===== src/rtl/caliper_frame_decoder_defines.svh =====
// Assertion macros; clk and arst_n are taken from the scope of use.
`ifndef CALIPER_FRAME_DECODER_DEFINES_SVH
`define CALIPER_FRAME_DECODER_DEFINES_SVH

// same-cycle implication
`define CFD_ASSERT_IMP(lbl, ante, cons) \
	lbl: assert property (@(posedge clk) disable iff (!arst_n) (ante) |-> (cons)) \
		else $error("cfd assertion failed");

// next-cycle implication
`define CFD_ASSERT_NXT(lbl, ante, cons) \
	lbl: assert property (@(posedge clk) disable iff (!arst_n) (ante) |=> (cons)) \
		else $error("cfd assertion failed");

`endif


===== src/rtl/cfd_pkg.sv =====
package cfd_pkg;

	localparam int unsigned WORD_BITS_DEF = 32;
	localparam int unsigned MAG_BITS      = 20;
	localparam int unsigned SIGN_BIT      = 20;
	localparam int unsigned INCH_BIT      = 23;
	localparam int unsigned INCH_NUM      = 254;
	localparam int unsigned INCH_DEN      = 200;
	// x/200 = (x>>3)/25
	localparam int unsigned PRE_SHIFT     = 3;
	localparam int unsigned DIV_REST      = INCH_DEN >> PRE_SHIFT;
	localparam int unsigned RECIP_SHIFT   = 32;
	localparam longint unsigned RECIP     = (64'd1 << RECIP_SHIFT) / DIV_REST;

	localparam int unsigned PROD_W   = 28;
	localparam int unsigned DIVIN_W  = PROD_W - PRE_SHIFT;
	localparam int unsigned SCALED_W = 21;

	localparam int unsigned GAP_W     = 31;
	localparam int unsigned DATA_W    = 32;
	localparam int unsigned CFG_IDX_W = 2;
	localparam logic [GAP_W-1:0]  GAP_RESET = 31'd90000;
	localparam logic [DATA_W-1:0] ERR_RESET = 32'h8000_0000;

	localparam int unsigned QUEUE_DEPTH = 4;

	typedef enum logic [CFG_IDX_W-1:0] {
		REG_GAP = 2'd0,
		REG_ERR = 2'd1
	} cfg_reg_t;

	typedef struct packed {
		logic        data_bit;
		logic [31:0] timestamp_us;
	} in_item_t;

	typedef struct packed {
		logic signed [31:0] position_um;
		logic [31:0]        frame_time_us;
		logic               out_of_range;
	} out_item_t;

	typedef struct packed {
		logic                top_bit;
		logic                inch;
		logic                sign;
		logic [MAG_BITS-1:0] mag;
		logic [31:0]         time_us;
	} frame_rec_t;

	typedef struct packed {
		logic full;
		logic empty;
	} queue_stat_t;

endpackage


===== src/rtl/cfd_queue.sv =====
module cfd_queue (
	input  logic                 clk,
	input  logic                 arst_n,
	input  logic                 push,
	input  cfd_pkg::frame_rec_t  wr_data,
	input  logic                 pop,
	output cfd_pkg::frame_rec_t  rd_data,
	output cfd_pkg::queue_stat_t qstat
);

	localparam int unsigned DEPTH = cfd_pkg::QUEUE_DEPTH;
	localparam int unsigned PTR_W = $clog2(DEPTH);
	localparam int unsigned CNT_W = $clog2(DEPTH + 1);

	cfd_pkg::frame_rec_t mem_q [DEPTH];
	logic [PTR_W-1:0]    wr_ptr_q;
	logic [PTR_W-1:0]    rd_ptr_q;
	logic [CNT_W-1:0]    count_q;

	function automatic logic [PTR_W-1:0] ptr_inc(input logic [PTR_W-1:0] p);
		return (p == PTR_W'(DEPTH - 1)) ? '0 : p + PTR_W'(1);
	endfunction

	assign rd_data     = mem_q[rd_ptr_q];
	assign qstat.full  = count_q == CNT_W'(DEPTH);
	assign qstat.empty = count_q == '0;

	always_ff @(posedge clk) begin
		if (push) begin
			mem_q[wr_ptr_q] <= wr_data;
		end
	end

	always_ff @(posedge clk or negedge arst_n) begin
		if (!arst_n) begin
			wr_ptr_q <= '0;
			rd_ptr_q <= '0;
			count_q  <= '0;
		end else begin
			if (push) begin
				wr_ptr_q <= ptr_inc(wr_ptr_q);
			end
			if (pop) begin
				rd_ptr_q <= ptr_inc(rd_ptr_q);
			end
			if (push && !pop) begin
				count_q <= count_q + CNT_W'(1);
			end else if (pop && !push) begin
				count_q <= count_q - CNT_W'(1);
			end
		end
	end

endmodule


===== config.mk =====
export PLATFORM = sky130hd
export DESIGN_NAME = cfd_queue
export DESIGN_NICKNAME = d
export VERILOG_FILES = /design/src/rtl/caliper_frame_decoder_defines.svh /design/src/rtl/cfd_pkg.sv /design/src/rtl/cfd_queue.sv
export SDC_FILE = /design/constraint.sdc
export NUM_CORES = 1
export LEC_CHECK = 0
export BUFFER_PORTS_ARGS = -buffer_cell sky130_fd_sc_hd__buf_2
export CAP_MARGIN = 20
export CELL_PAD_IN_SITES_DETAIL_PLACEMENT = 1
export CELL_PAD_IN_SITES_GLOBAL_PLACEMENT = 1
export CORE_UTILIZATION = 54
export DETAILED_ROUTE_END_ITERATION = 10
export PLACE_DENSITY_LB_ADDON = 0.1
export SYNTH_ARGS = -nofsm -noshare
export SYNTH_HDL_FRONTEND = slang
export SYNTH_SLANG_ARGS = --single-unit

===== constraint.sdc =====
create_clock -name clk -period 4.7 [get_ports clk]
set_input_delay 0.705 -clock clk [delete_from_list [all_inputs] [get_ports clk]]
set_output_delay 0.705 -clock clk [all_outputs]
set_load 0.01 [all_outputs]

* Yosys cells after proc, flatten, opt, wreduce, memory -nomap -nowiden
Memories as Yosys holds them, arrays and structs flattened.
Cells that the tools add are included.
** Cells by class
- Equal/unequal tests :: 3
- Mux-type cells :: 6
- Add/sub/neg operators :: 4
- Reductions and logical operators :: 6
** Operators with widths (count)
- 3-bit two-way mux :: 2
- 2-bit by 1-bit adder with 2-bit output, second input constant :: 2
- 2-bit == test, second input constant :: 2
- 2-bit two-way mux :: 2
- 3-bit by 1-bit adder with 3-bit output, second input constant :: 1
- 3-bit == test, second input constant :: 1
- 3-bit zero test :: 1
- 3-bit by 1-bit subtractor with 3-bit output, second input constant :: 1
- 1-bit logical AND :: 2
- 1-bit zero test :: 2
- 1-bit two-way mux :: 2
- 2-bit nonzero test :: 1
** Word-level totals
- RAM bits :: 220
- Input bits :: 59
- Output and inout bits :: 57
- Register bits after elaboration :: 7
- Logic and storage cells :: 23
- Memories :: 1
** Memory list
- mem_q :: depth 4, bits a word 55, rd ports 1, clocked after memory_dff 0, wr ports 1, RTL line cfd_queue.sv:15 : cfd_pkg::frame_rec_t mem_q [DEPTH];

* Logic depth before layout (Yosys ltp)
- Word-level depth :: 4
- Mapped depth :: 7
- Depth with buffers taken out :: 7

* Worst setup path before layout
Ideal clock, no wire load.
- Path type :: input to register
- Start :: input port push
- End :: memory mem_q[0][0] (netlist bit) (enable)
- Required time :: 4.282 ns
- Slack :: 2.271 ns
- Stages :: 1
- Buffers on the path :: 0
- Arrival :: 2.011 ns
- Library setup time :: 0.418 ns
- Path through :: and2_1
** On the way
- Word-level cells in the longest chain between the ends :: 2
** RTL lines
- from (decl) :: RTL line cfd_queue.sv:4 : input logic push,
- 1-bit two-way mux :: RTL line cfd_queue.sv:29 : if (push) begin
- 1-bit two-way mux (implied by the code) :: RTL line cfd_queue.sv:30 : mem_q[wr_ptr_q] <= wr_data;
- to (decl) :: RTL line cfd_queue.sv:15
No other way between the ends.

==> flow_metrics.env <==
export IMPL_cp_end_kind="output pin"
export IMPL_start_kind="register"
export IMPL_fin_skew_ns=0.0192
export IMPL_die_x_um=126
export IMPL_synth_edf_count=220
export IMPL_design_area_um2=9930
export IMPL_grt_ovfl_total=0
export IMPL_fmax_mhz=308
export IMPL_ys_seq_area_share_pct=81.3
export IMPL_place_gp_congestion=0.690
export IMPL_critPathMaxStageDelay_ns=0.99
export IMPL_ir_worst_vdd_mv=0.347
export IMPL_relSlewSlack_pct=32.4
export IMPL_clock_root_buffer="clkbuf_16"
export IMPL_rows=45
export IMPL_path_cells="buf_4 -> mux4_2 -> buf_2"
export IMPL_cts_made_buffers=24
export IMPL_grt_pass1_wl_um=24100
export IMPL_yosysMostFrequentCell="edfxtp_1"
export IMPL_p_per_area_nw_per_um2=627
export IMPL_power_uw=6230
export IMPL_cts_tree="built"
export IMPL_min_period_ns=3.25
export IMPL_num_vias=3814
export IMPL_synth_nets=390
export IMPL_htree_levels=1
export IMPL_drc=0
export IMPL_setup_violations=0
export IMPL_hold_slack_ns=0.404
export IMPL_path_clk_slew_ns=0.06
export IMPL_slew_viol_final=0
export IMPL_synthToLayoutAreaGrowth_pct=19.0
export IMPL_first_iter_violations=168
export IMPL_antenna_found_initial=1
export IMPL_p_leak_uw=0.00344
export IMPL_port_buffers=115
export IMPL_dp_hpwl_um=9430
export IMPL_synth_seq_cells=227
export IMPL_fin_ws_ns=1.45
export IMPL_synth_area_per_cell_um2=25.8
export IMPL_first_pass_iters=4
export IMPL_clockBufferDepth=3
export IMPL_syn_inst=324
export IMPL_final_layout_size_suffix_gt1_share_pct=45.1
export IMPL_wl_per_cell_um=23.5
export IMPL_tightest_slew_ns=1.01
export IMPL_dpl_instance_area_um2=9120
export IMPL_synth_top_cell_area_share_pct=79.2
export IMPL_clock_latency_ns=0.52
export IMPL_hold_viol_final=0
export IMPL_path_max_fanout=37
export IMPL_syn_area_um2=8350
export IMPL_die_area_um2=16000
export IMPL_ios=116
export IMPL_grt_pass1_vias=4159
export IMPL_dpl_worst_slack_ns=1.76
export IMPL_initial_core_util_pct=55.1
export IMPL_slowest_stage="dfrtp_2"
export IMPL_ys_types=19
export IMPL_async_flop_share_pct=3.08
export IMPL_cts_setup_buffers=0
export IMPL_viasPerCell=5.71
export IMPL_clock_sinks=227
export IMPL_yosysWarnings=0
export IMPL_synth_area_leader_cell="edfxtp_1"
export IMPL_synthFlopType="edfxtp_1"
export IMPL_wirelength_um=15700
export IMPL_path_class="register to output pin"
export IMPL_maxCapViolations=0
export IMPL_ant_nets=0
export IMPL_core_area_um2=15100
export IMPL_cp_arrival_ns=2.54
export IMPL_grt_max_degree=51
export IMPL_final_period_utilization_pct=69.1
export IMPL_die_h_um=126
export IMPL_fin_tns_setup_ns=0
export IMPL_yosys_top_cells_count="220 x edfxtp_1, 55 x mux4_2, 7 x dfrtp_1"
export IMPL_nNetsFinal=527
export IMPL_fill_cells=1197
export IMPL_synthTopCellsByArea="edfxtp_1 79%, mux4_2 15%, dfrtp_1 2.1%"
export IMPL_status="finished clean"
export IMPL_track_usage_pct=20.6
export IMPL_crit_required_ns=3.99
export IMPL_hold_path_class="input pin to register"
export IMPL_rsz0062_at_grt="false"
-- routing by layer --
metal | vias to the layer above | global-route usage, % | part of all wire [%] | routed length, µm
li1 | 1660 | - | - | -
met1 | 2014 | 27.2 | 42 | 6560
met2 | 112 | 35.6 | 52 | 8110
met3 | 28 | 4.05 | 4.8 | 760
met4 | 0 | 5.24 | 1.8 | 282
met5 | - | 0 | 0 | 0
-- cells in the final DEF (no fill, tap or decap), drive strengths merged, types with 3 or more instances in the layout --
master	netlist	layout
buf	11	122
mux4	55	55
clkbuf	1	29
clkinv	0	11
bufinv	0	3
mux2	3	3
inv	4	4
nor2	3	3
ha	6	6
edfxtp	220	220
dfrtp	7	7
and2	4	4
-- critical path, delay by kind of cell (launching register included) --
| kind | cells | cell delay (ns) |
|---|---|---|
| buffers and inverters | 2 | 0.62 |
| muxes | 1 | 0.38 |
| DFF | 1 | 0.99 |
-- where the power goes --
group / internal (µW) / switching (µW)
Clock: 1100 / 732
Sequential: 2610 / 191
Combinational: 788 / 810
Total: 4500 / 1730
-- flip-flops by register name (all words and copies together) (netlist names) --
signal / count
rd_ptr_q: 2
count_q: 3
wr_ptr_q: 2
mem_q: 220
-- layout make-up --
class	count	area, µm²	area share, %
sequential	227	6790	68.3
multi-input combinational	81	1470	14.7
timing repair buffer	123	658	6.62
clock buffer	29	619	6.23
tap	188	235	2.37
clock inverter	15	153	1.54
inverter	4	15.0	0.151
antenna	1	2.50	0.0252
-- metrics by stage --
stage                     cells  utilization, %
after floorplan             324               -
final                       668            65.6
after detailed placement    621            60.2
after global placement      621            60.2
after CTS                   666            65.4
after global routing        667            65.6
-- worst paths after layout --
path / start / endpoint / slack [ns] / cells past startpoint
max in group asynchronous: arst_n / rd_ptr_q[0] / 3.96 / 2
max reg2reg: wr_ptr_q[1] / mem_q[0][10] / 2.32 / 4
min in group asynchronous: arst_n / count_q[0] / 0.56 / 2
max: rd_ptr_q[1] / rd_data[29] / 1.45 / 3
min reg2reg: count_q[2] / count_q[2] / 0.50 / 1
min: wr_data[37] / mem_q[3][37] / 0.40 / 1
-- repair_timing --
item,4_1_cts,5_1_grt
hold buffers,1,0
gates resized for setup,0,0
endpoints found under the hold margin,1,0
endpoints found under the setup margin,0,0
-- kinds of logic after synthesis --
group,count (synthesis),synth area share [%]
xor gates and xnor gates,3,0.315
adders and majority gates,7,1.14
DFF,227,81.3
buffers and inverters,16,1.24
AOI/OAI and AO/OA,2,0.120
and+or+nand+nor,11,0.675
muxes,58,15.2
No activity file was read; power rests on OpenSTA's default activity.
